### src/hdl/ocd_ram.sv
module ocd_ram #(
    parameter  int WIDTH = 8,
    parameter  int DEPTH = 16,
    localparam int AW    = (DEPTH > 1) ? $clog2(DEPTH) : 1
) (
    input  logic             i_clk,
    input  logic             i_we,
    input  logic             i_re,
    input  logic [AW-1:0]    i_addr,
    input  logic [WIDTH-1:0] i_wdata,
    output logic [WIDTH-1:0] o_rdata
);

    logic [WIDTH-1:0] r_mem [DEPTH];
    logic [WIDTH-1:0] r_rdata;

    always_ff @(posedge i_clk) begin
        if (i_we) begin
            r_mem[i_addr] <= i_wdata;
        end
        if (i_re) begin
            r_rdata <= r_mem[i_addr];
        end
    end

    assign o_rdata = r_rdata;

endmodule

### config.mk
export PLATFORM = sky130hd
export DESIGN_NAME = ocd_ram
export DESIGN_NICKNAME = d
export VERILOG_FILES = /design/src/hdl/ocd_ram.sv
export SDC_FILE = /design/constraint.sdc
export NUM_CORES = 1
export LEC_CHECK = 0
export CORE_ASPECT_RATIO = 1.4
export CORE_MARGIN = 5
export CORE_UTILIZATION = 25
export CTS_CLUSTER_DIAMETER = 50
export DETAILED_ROUTE_END_ITERATION = 10
export DONT_BUFFER_PORTS = 1
export GPL_ROUTABILITY_DRIVEN = 0
export MAX_ROUTING_LAYER = met4
export PLACE_DENSITY = 0.46
export RECOVER_POWER = 25
export SLEW_MARGIN = 25
export SYNTH_ARGS = -nofsm -noshare
export SYNTH_HDL_FRONTEND = slang
export SYNTH_SLANG_ARGS = --single-unit
export TNS_END_PERCENT = 5
### constraint.sdc
create_clock -name i_clk -period 1.8 [get_ports i_clk]
set_input_delay 0.27 -clock i_clk [delete_from_list [all_inputs] [get_ports i_clk]]
set_output_delay 0.27 -clock i_clk [all_outputs]
set_load 0.02 [all_outputs]
==> results of run 1 <==
==> critical path, cell delays in order, from the launching register on <==
cell and delay [ns]:
edfxtp_1 0.37, mux4_2 0.47, a22oi_1 0.31, nand2_1 0.12
==> flip-flops by register name, summed over array words and instances, names as in the netlist <==
signal / cells
r_mem: 128
o_rdata: 8
==> cell usage in the layout, fill, tap and decap left out, drive strengths merged <==
master       synthesis  final
nor3                 4      4
mux4                32     32
nor2b                2      2
and2                 1      1
clkinv               0      7
diode                0      1
nand3b               2      2
nand2b               2      2
dlygate4sd3          0      9
nor2                13     13
clkbuf               3     29
a22oi               16     16
or3b                 1      1
clkinvlp             0      4
edfxtp             136    136
bufinv               0      2
nand3                1      1
buf                  8     13
nand2                9      9
==> area by class of cell <==
type	instances	area (µm²)
clock inverter	13	133.9
sequential	136	4084
multi-input combinational	83	1003
antenna	1	2.502
tap	256	320.3
clock buffer	17	425.4
timing repair buffer	34	232.7
fill	1961	14200
==> logic make-up (layout without fill, tap and decap cells) <==
family / after synthesis / in the layout
other: 0 / 1
muxes: 32 / 32
DFF: 136 / 136
and+or+nand+nor: 35 / 35
AOI/OAI and AO/OA: 16 / 16
buffers and inverters: 11 / 64
==> per-layer routing <==
layer,GRT usage [%],vias up,wire length (µm)
li1,-,1054,-
met3,3.244,13,570
met5,-,-,0
met2,15.97,61,5765
met1,11.50,1255,4559
met4,3.952,0,158
==> worst max-delay path by stage <==
| stage | from | to | slack [ns] |
|---|---|---|---|
| finish | r_mem[3][5] | o_rdata[5] | 0.28 |
| CTS | r_mem[10][0] | o_rdata[0] | 0.28 |
| floorplan | i_addr[2] | r_mem[0][0] | 0.04 |
| detailed placement | i_addr[3] | o_rdata[0] | 0.28 |
| global placement | r_mem[11][4] | o_rdata[4] | 0.29 |
| global route | r_mem[3][5] | o_rdata[5] | 0.21 |
==> what timing repair did <==
action / 4_1_cts / 5_1_grt
hold buffers: 9 / 0
gates resized for setup: 0 / 0
buffers inserted: 0 / 0
hold endpoints to repair: 136 / 0
==> where the power goes <==
group	leakage [nW]	switching (mW)	internal (mW)
registers	1.24	0.0480	3.57
clock network	0.262	1.24	2.01
logic	0.430	0.135	0.126
total	1.93	1.42	5.71
==> metrics.md, run 1 <==
| Metric | Value |
|---|---|
| Mapped Cells | 230 |
| Max_cap viols | 0 |
| FF-to-FF End | o_rdata[5] |
| TritonCTS Buffers | 17 |
| CP arrival | 1.67 ns |
| Final Cell Area | 0.006202 mm² |
| Share of the yosys chip area belonging to registers | 79.34% |
| Synth top area cells | edfxtp_1, mux4_2, a22oi_1 |
| Status | finished, final reports clean |
| Most frequent cell after synthesis | edfxtp_1 |
| Final period util | 84.55% |
| Port bufs | 0 |
| CTS tree | built |
| DRT iter0 DRCs | 134 |
| VDD IR max | 618.7 µV |
| Top cells by count, synth | edfxtp_1, mux4_2, a22oi_1 |
| Final hold viol count | 0 |
| Synth top area share | 79.34% |
| Most used DFF post-synth | edfxtp_1 |
| Syn nets | 245 |
| Critical Path Fanout Max | 1 |
| FF-to-FF path depth | 3 |
| Layout Nets | 287 |
| Initial core utilization | 25.23% |
| I/O Pins | 23 |
| CTS H-tree depth | 4 |
| FMAX | 657.1 MHz |
| Post-DP HPWL | 7300 µm |
| Place WS | 0.2808 ns |
| Clock buffer depth | 2 |
| Non-Filler Instances | 540 |
| Yosys warns | 0 |
| Syn-to-layout area delta | 20.49% |
| P_leak | 1.928 nW |
| Fin crit period | 1.522 ns |
| Worst EP required | 1.95 ns |
| Post-DRT Antenna Nets | 0 |
| Clk pin slew, worst setup/hold paths | 0.06 ns |
| DIE WIDTH | 131.3 µm |
| Full die area | 0.02360 mm² |
| Rows | 62 |
| Crit Path Category | reg2reg |
| Placed Instances | 500 |
| Worst-Margin Slew | 0.7945 ns |
| Vias | 2383 |
| Hold WC Path Type | in2reg |
| Placed Instance Area | 0.005595 mm² |
| Layout cells sized above 1 | 26.15% |
| Global-route wire length before repair | 16680 µm |
| Synthesized area | 0.005147 mm² |
| Number of global-route vias before repair | 2583 |
| Mux contribution to synthesized area | 14.00% |
| RSZ-0062 raised after global routing | false |
| Worst hold stages | 2 |
| DR pass1 iterations | 4 |
| Residual DRC count | 0 |
| Total GRT Usage | 9.925% |
| Root buffer cell | clkbuf_16 |
| Async set-reset flop share out of synthesis | 0% |
| Initial antenna violation count | 1 |
| Compound-Gate Fraction of Synth Area | 2.333% |
| Final worst setup slack | 0.2781 ns |
| Worst slew margin | 46.93% |
| Die height | 179.8 µm |
| TNS Setup | 0 ns |
| Final WL | 11050 µm |
| EDFF count, synth | 136 |
| Largest family of logic cells by synthesized area | multiplexers |
| HP Start | i_addr[0] |
| Post-Synth XOR/XNOR Area | 0% |
| Vias per inst | 4.413 |
| Setup crit end kind | flip-flop |
| Max-slew violations | 0 |
| Crit path launch type | flip-flop |
| Grt ovf | 0 |
| Hold WS | 0.2263 ns |
| Worst r2r src | r_mem[3][5] |
| Fraction of the mapped netlist area in simple logic gates | 3.160% |
| Largest net degree at the start of global routing | 40 |
| Synth area leader | edfxtp_1 |
| Pwr Density | 1150 mW/mm² |
| Worst Hold End | r_mem[4][6] |
| Core Util, Final | 30.40% |
| Clk sinks | 136 |
| Clock Latency Late Sink | 0.41 ns |
| WL/cell | 20.47 µm |
| Clk_skew | 0.009998 ns |
| R2r setup slk | 0.28 ns |
| Synth unique cells | 17 |
| Core Area | 0.02040 mm² |
| Avg Cell Area, Syn | 22.38 µm² |
| Synth Register Bits | 136 |
| Final-report setup violation count | 0 |
| Post-synthesis adder-cell area fraction | 0% |
| Pwr Total | 7.130 mW |
(Power assumes the default switching activity.)
==> inputs of run 2 (changes only) <==
--- a/config.mk
+++ b/config.mk
@@ -5,6 +5,7 @@
 export SDC_FILE = /design/constraint.sdc
 export NUM_CORES = 1
 export LEC_CHECK = 0
+export ABC_AREA = 1
 export CORE_ASPECT_RATIO = 1.4
 export CORE_MARGIN = 5
 export CORE_UTILIZATION = 25
==> constraint.sdc (replaced) <==
create_clock -name i_clk -period 1.4 [get_ports i_clk]
set_input_delay 0.21 -clock i_clk [delete_from_list [all_inputs] [get_ports i_clk]]
set_output_delay 0.21 -clock i_clk [all_outputs]
set_load 0.02 [all_outputs]
==> run 2 against run 1 <==
  * Global-route usage grew 1.9 points
  * Synthesized area rose by 10%
  * Sequential power grew 28%
  * Die area up 9.5%
  * Hold slack got worse by 0.036 ns
  * Largest power group unchanged
  * Flip-flop and latch count unchanged
  * Core utilization fell by 0.15 points
  * Sequential share of layout area down 5.7 points
  * Worst setup slack worse by 0.093 ns
  * Clock skew decreased by 0.0031 ns
  * Power grew 31%
==> metrics.md, run 2 <==
| Metric | Value |
|---|---|
| Status | finished, final reports clean (unchanged) |
| Final hold viol count | 0 (unchanged) |
| Crit path launch type | primary input (was flip-flop) |
| DR pass1 iterations | 4 (unchanged) |
| Number of global-route vias before repair | 3867 (was 2583) |
| Commonest non-fill, non-tap cell in the layout | nand2_1 (was edfxtp_1) |
| Mapped Cells | 548 (was 230) |
| Final WL | 14060 µm (was 11050 µm) |
| Yosys warns | 0 (unchanged) |
| Full die area | 0.02585 mm² (was 0.02360 mm²) |
| Max-slew violations | 0 (unchanged) |
| Setup bufs post-CTS | 0 (unchanged) |
| Max FFs per register | 128 (unchanged) |
| Comb power frac | 5.2% (was 3.7%) |
| Top cells by count, synth | nand2_1, edfxtp_1, inv_1 (was edfxtp_1, mux4_2, a22oi_1) |
| Synth Register Bits | 136 (unchanged) |
| Switch share | 21.67% (was 19.97%) |
| Placed Instance Area | 0.006193 mm² (was 0.005595 mm²) |
| Share of the yosys chip area belonging to registers | 71.99% (was 79.34%) |
| Pwr Total | 9.360 mW (was 7.130 mW) |
| Sequential share of power | 49.6% (was 50.8%) |
| Post-CTS Resized | 0 (unchanged) |
| Most frequent cell after synthesis | nand2_1 (was edfxtp_1) |
| Core Util, Final | 30.25% (was 30.40%) |
| Avg Cell Area, Syn | 10.35 µm² (was 22.38 µm²) |
| Final-report setup violation count | 0 (unchanged) |
| P_leak | 2.752 nW (was 1.928 nW) |
| Port bufs | 0 (unchanged) |
| Initial core utilization | 25.27% (was 25.23%) |
| I/O Pins | 23 (unchanged) |
| Post-DP HPWL | 9464 µm (was 7300 µm) |
| RSZ-0062 raised after global routing | false (unchanged) |
| Crit Path Category | in2reg (was reg2reg) |
| Clock Latency Late Sink | 0.41 ns (about the same) |
| Initial antenna violation count | 1 (unchanged) |
| TritonCTS Buffers | 17 (unchanged) |
| CP arrival | 1.26 ns (was 1.67 ns) |
| Synth area leader | edfxtp_1 (unchanged) |
| CTS H-tree depth | 4 (unchanged) |
| Fin crit period | 1.215 ns |
| Vias per inst | 4.111 (was 4.413) |
| VDD IR max | 817.7 µV (was 618.7 µV) |
| Hold WC Path Type | in2reg (unchanged) |
| Most used DFF post-synth | edfxtp_1 (unchanged) |
| Root buffer cell | clkbuf_16 (unchanged) |
| FMAX | 823.0 MHz |
| Biggest register | r_mem (unchanged) |
| Die height | 188.2 µm (was 179.8 µm) |
| Synth top area share | 71.99% (was 79.34%) |
| Clock power share | 45.2% (was 45.6%) |
| Syn-to-layout area delta | 19.67% (was 20.49%) |
| Pwr Density | 1379 mW/mm² (was 1150 mW/mm²) |
| Final Cell Area | 0.006789 mm² (was 0.006202 mm²) |
| Layout Nets | 594 (was 287) |
| Psw | 2.028 mW (was 1.424 mW) |
| Worst-Margin Slew | 0.7427 ns (was 0.7945 ns) |
| Worst EP required | 1.45 ns (was 1.95 ns) |
| Hold-fix buffers at CTS | 9 (unchanged) |
| Core Area | 0.02245 mm² (was 0.02040 mm²) |
| Total GRT Usage | 11.87% (was 9.925%) |
| Reg area | 0.004084 mm² (unchanged) |
| DRT iter0 DRCs | 272 (was 134) |
| WL/cell | 15.74 µm (was 20.47 µm) |
| Synthesized area | 0.005673 mm² (was 0.005147 mm²) |
| Fillers | 2349 (was 1961) |
| Vias | 3671 (was 2383) |
| Largest net degree at the start of global routing | 68 (was 40) |
| Worst slew margin | 50.33% (was 46.93%) |
| Setup crit end kind | flip-flop (unchanged) |
| Syn nets | 563 (was 245) |
| Final period util | 86.79% |
| Clk_skew | 0.006859 ns (was 0.009998 ns) |
| Clk pin slew, worst setup/hold paths | 0.06 ns (about the same) |
| Rows | 65 (was 62) |
| Clock buffer depth | 2 (unchanged) |
| Leading cell types in the layout, fill and taps excluded | nand2_1, edfxtp_1, inv_1 (was edfxtp_1, mux4_2, clkbuf_16) |
| Grt ovf | 0 (unchanged) |
| Synth unique cells | 10 (was 17) |
| Global-route wire length before repair | 21910 µm (was 16680 µm) |
| Synth top area cells | edfxtp_1, nand2_1, inv_1 (was edfxtp_1, mux4_2, a22oi_1) |
| CTS tree | built (unchanged) |
| DIE WIDTH | 137.3 µm (was 131.3 µm) |
| Post-DRT Antenna Nets | 0 (unchanged) |
| Clk sinks | 136 (unchanged) |
| Max_cap viols | 0 (unchanged) |
| Critical Path Fanout Max | 67 (was 1) |
| Residual DRC count | 0 (unchanged) |
| Async set-reset flop share out of synthesis | 0% (unchanged) |
| EDFF count, synth | 136 (unchanged) |
| Multi-input logic area | 0.001409 mm² (was 0.001003 mm²) |
| Int Pwr | 7.332 mW (was 5.706 mW) |
| Layout cells sized above 1 | 8.629% (was 26.15%) |
==> run 2: area by class of cell <==
cell class / count / area share [%]
flip-flops and latches: 136 / 60.15
multi-input cells: 368 / 20.75
clock buffers: 18 / 6.321
well taps: 301 / 5.547
repair buffers: 33 / 3.981
clock inverters: 13 / 1.935
inverters: 23 / 1.272
diodes: 1 / 0.03686
==> run 2: per-stage QoR <==
stage | setup TNS (ns) | cells | setup slack (ns) | hold WS, ns
after floorplan | -12.01 | 548 | -0.1193 | 0.3089
after CTS | 0 | 892 | 0.2153 | 0.1543
after global placement | -0.1935 | 852 | -0.02474 | 0.3111
after detailed placement | -0.05854 | 852 | -0.007659 | 0.3110
after global routing | 0 | 893 | 0.07384 | 0.2197
final | 0 | 893 | 0.1850 | 0.1902
==> run 2: final timing paths <==
kind / start / to / slack, ns / cells after the start
setup reg to reg: r_mem[3][7] / o_rdata[7] / 0.24 / 8
setup / recovery: i_addr[0] / r_mem[12][7] / 0.18 / 4
hold / removal: i_addr[1] / o_rdata[6] / 0.19 / 6
hold reg to reg: r_mem[12][5] / o_rdata[5] / 0.78 / 8
==> run 2: worst max-delay path, cell delays in order <==
cell and delay, ns:
inv_1 0.24, nand3_1 0.23, nor2_1 0.13, clkbuf_1 0.43
==> run 2: kinds of logic (layout without fill, tap and decap cells) <==
logic type             after synthesis  count (layout)  synth area share [%]
buffers and inverters               44              87                 3.573
DFF                                136             136                 71.99
and+or+nand+nor                    368             368                 24.44
other                                0               1                     0
==> run 2: metal layers <==
| metal | wire [µm] | track usage (%) |
|---|---|---|
| met1 | 5645 | 12.86 |
| met2 | 7474 | 20.76 |
| met3 | 495 | 2.244 |
| met4 | 444 | 5.453 |
| met5 | 0 | - |
==> run 2: power by group through the flow <==
stage | Sequential (mW) | Clock, mW | Combinational, mW
2_1_floorplan | 4.72 | 0 | 0.321
3_3_place_gp | 4.73 | 0 | 0.409
3_5_place_dp | 4.73 | 0 | 0.410
4_1_cts | 4.65 | 4.34 | 0.508
5_1_grt | 4.65 | 4.50 | 0.557
6_report | 4.65 | 4.23 | 0.485
==> inputs of run 3 (changes only) <==
--- a/config.mk
+++ b/config.mk
@@ -13,6 +13,7 @@
 export DETAILED_ROUTE_END_ITERATION = 10
 export DONT_BUFFER_PORTS = 1
 export GPL_ROUTABILITY_DRIVEN = 0
+export GPL_TIMING_DRIVEN = 0
 export MAX_ROUTING_LAYER = met4
 export PLACE_DENSITY = 0.46
 export RECOVER_POWER = 25
==> run 3 against run 2 <==
  * Clock power grew 14%
  * Sequential power is essentially flat
  * Final area grew 2.1%
  * Count of clock-buffer cells in the layout grew 1
  * Final cell count is the same
  * Register-to-register slack lost 0.03 ns
  * Power grew 7.1%
  * Largest cell class unchanged
  * Die area is the same
  * Sequential share of layout area shrank 1.2 points
==> metrics.md, run 3 (synthesized netlist as in run 2, its figures left out) <==
| Metric | Value |
|---|---|
| Status | finished, final reports clean (unchanged) |
| Crit path launch type | primary input (unchanged) |
| Syn-to-layout area delta | 22.21% (was 19.67%) |
| Final hold viol count | 0 (unchanged) |
| TritonCTS Buffers | 17 (unchanged) |
| TNS Setup | 0 ns (unchanged) |
| Clock power share | 48.0% (was 45.2%) |
| CP arrival | 1.44 ns (was 1.26 ns) |
| Fillers | 2340 (was 2349) |
| Post-DP HPWL | 9742 µm (was 9464 µm) |
| Max_cap viols | 0 (unchanged) |
| RSZ-0062 raised after global routing | true (was false) |
| DIE WIDTH | 137.3 µm (unchanged) |
| Clock Latency Late Sink | 0.43 ns (was 0.41 ns) |
| Fin crit period | 1.327 ns (was 1.215 ns) |
| FMAX | 753.8 MHz (was 823.0 MHz) |
| Layout cells sized above 1 | 11.84% (was 8.629%) |
| Residual DRC count | 0 (unchanged) |
| Commonest non-fill, non-tap cell in the layout | nand2_1 (unchanged) |
| Clock buffer depth | 2 (unchanged) |
| Die height | 188.2 µm (unchanged) |
| Total GRT Usage | 11.85% (was 11.87%) |
| Final period util | 94.76% (was 86.79%) |
| Non-Filler Instances | 893 (unchanged) |
| DR pass1 iterations | 4 (unchanged) |
| Final WL | 14070 µm (was 14060 µm) |
| Sequential share of power | 46.3% (was 49.6%) |
| Critical Path Fanout Max | 10 (was 67) |
| Port bufs | 0 (unchanged) |
| Worst slew margin | 39.33% (was 50.33%) |
| Worst-Margin Slew | 0.9070 ns (was 0.7427 ns) |
| Post-DRT Antenna Nets | 0 (unchanged) |
| Max-slew violations | 0 (unchanged) |
| Biggest register | r_mem (unchanged) |
| Setup crit end kind | flip-flop (unchanged) |
| VDD IR max | 923.9 µV (was 817.7 µV) |
| Rows | 65 (unchanged) |
| Vias | 3626 (was 3671) |
| Global-route wire length before repair | 21300 µm (was 21910 µm) |
| Initial core utilization | 25.27% (unchanged) |
| Largest net degree at the start of global routing | 17 (was 68) |
| Crit Path Category | in2reg (unchanged) |
| I/O Pins | 23 (unchanged) |
| P_leak | 2.798 nW (was 2.752 nW) |
| CTS H-tree depth | 4 (unchanged) |
| DRT iter0 DRCs | 221 (was 272) |
| Clk_skew | 0.01074 ns (was 0.006859 ns) |
| Core Area | 0.02245 mm² (unchanged) |
| Worst EP required | 1.51 ns (was 1.45 ns) |
| Number of global-route vias before repair | 3652 (was 3867) |
| Leading cell types in the layout, fill and taps excluded | nand2_1, edfxtp_1, inv_1 (unchanged) |
| Vias per inst | 4.060 (was 4.111) |
| Full die area | 0.02585 mm² (unchanged) |
| Root buffer cell | clkbuf_16 (unchanged) |
| Layout Nets | 593 (was 594) |
| Psw | 2.139 mW (was 2.028 mW) |
| Initial antenna violation count | 1 (unchanged) |
| Final-report setup violation count | 0 (unchanged) |
| Pwr Density | 1447 mW/mm² (was 1379 mW/mm²) |
| Comb power frac | 5.7% (was 5.2%) |
| CTS tree | built (unchanged) |
| Hold WC Path Type | in2reg (unchanged) |
| WL/cell | 15.75 µm (was 15.74 µm) |
| Grt ovf | 0 (unchanged) |
| Placed Instances | 849 (was 852) |
| Clk pin slew, worst setup/hold paths | 0.06 ns (about the same) |
| Int Pwr | 7.890 mW (was 7.332 mW) |
| Clk sinks | 136 (unchanged) |
| Switch share | 21.33% (was 21.67%) |
| Max FFs per register | 128 (unchanged) |
-- run 3: cell count changes in the layout (fill, tap and decap cells not counted), sizes merged --
cell      delta
buf          +6
clkinvlp     -2
bufinv       +3
clkinv       -1
clkbuf       -6
-- run 3: power by group through the flow --
stage	Combinational, mW	Clock [mW]	Sequential (mW)
after floorplan	0.321	0	4.72
after global placement	0.456	0	4.73
after detailed placement	0.459	0	4.73
after CTS	0.587	4.93	4.64
after global routing	0.645	5.12	4.65
final	0.574	4.81	4.64
-- run 3: stage by stage --
step | power (mW) | worst slack (ns) | hold WS [ns] | utilization (%) | instance area, µm²
final | 10.03 | 0.07343 | 0.2735 | 30.89 | 6933
after global routing | 10.42 | -0.01345 | 0.2687 | 30.89 | 6933
after CTS | 10.16 | -0.1362 | 0.2807 | 30.76 | 6905
after detailed placement | 5.186 | -0.7434 | 0.3109 | 27.08 | 6080
after global placement | 5.182 | -0.7099 | 0.3110 | 27.08 | 6080
after floorplan | 5.040 | -0.1193 | 0.3089 | - | 5703
-- run 3: worst paths after layout --
kind | slack (ns) | from | cells after the start | end
max reg2reg | 0.21 | r_mem[14][0] | 8 | o_rdata[0]
min reg2reg | 0.83 | r_mem[8][1] | 8 | o_rdata[1]
max | 0.07 | i_addr[1] | 5 | r_mem[12][4]
min | 0.27 | i_we | 2 | r_mem[13][1]
-- run 3: worst max-delay path: stages --
cell,delay [ns]
buf_2,0.17
clkinv_1,0.19
buf_2,0.26
nand3_2,0.27
nor2_4,0.32
-- run 3: metal layers --
metal	track usage, %	wire [µm]	up-vias
met5	-	0	-
li1	-	-	1823
met3	3.178	725	37
met2	19.13	7183	88
met4	7.527	625	0
met1	12.73	5532	1678
-- run 3: what timing repair did --
item                                   4_1_cts  5_1_grt
gates resized for setup                     23        2
buffers inserted                             0        2
setup endpoints to repair                  128       64
gates cloned                                 0        0
pin swaps                                    0        1
hold buffers                                 9        0
endpoints found under the hold margin      136        0
-- run 3: final cells by class --
| type | instances | area, µm² | area share, % |
|---|---|---|---|
| flip-flops and latches | 136 | 4084 | 58.91 |
| multi-input cells | 368 | 1526 | 22.02 |
| clock buffers | 19 | 432.9 | 6.244 |
| well taps | 301 | 376.6 | 5.432 |
| clock inverters | 13 | 201.4 | 2.906 |
| plain buffers | 21 | 117.6 | 1.696 |
| repair buffers | 11 | 105.1 | 1.516 |
| inverters | 23 | 86.33 | 1.245 |
| diodes | 1 | 2.502 | 0.03609 |
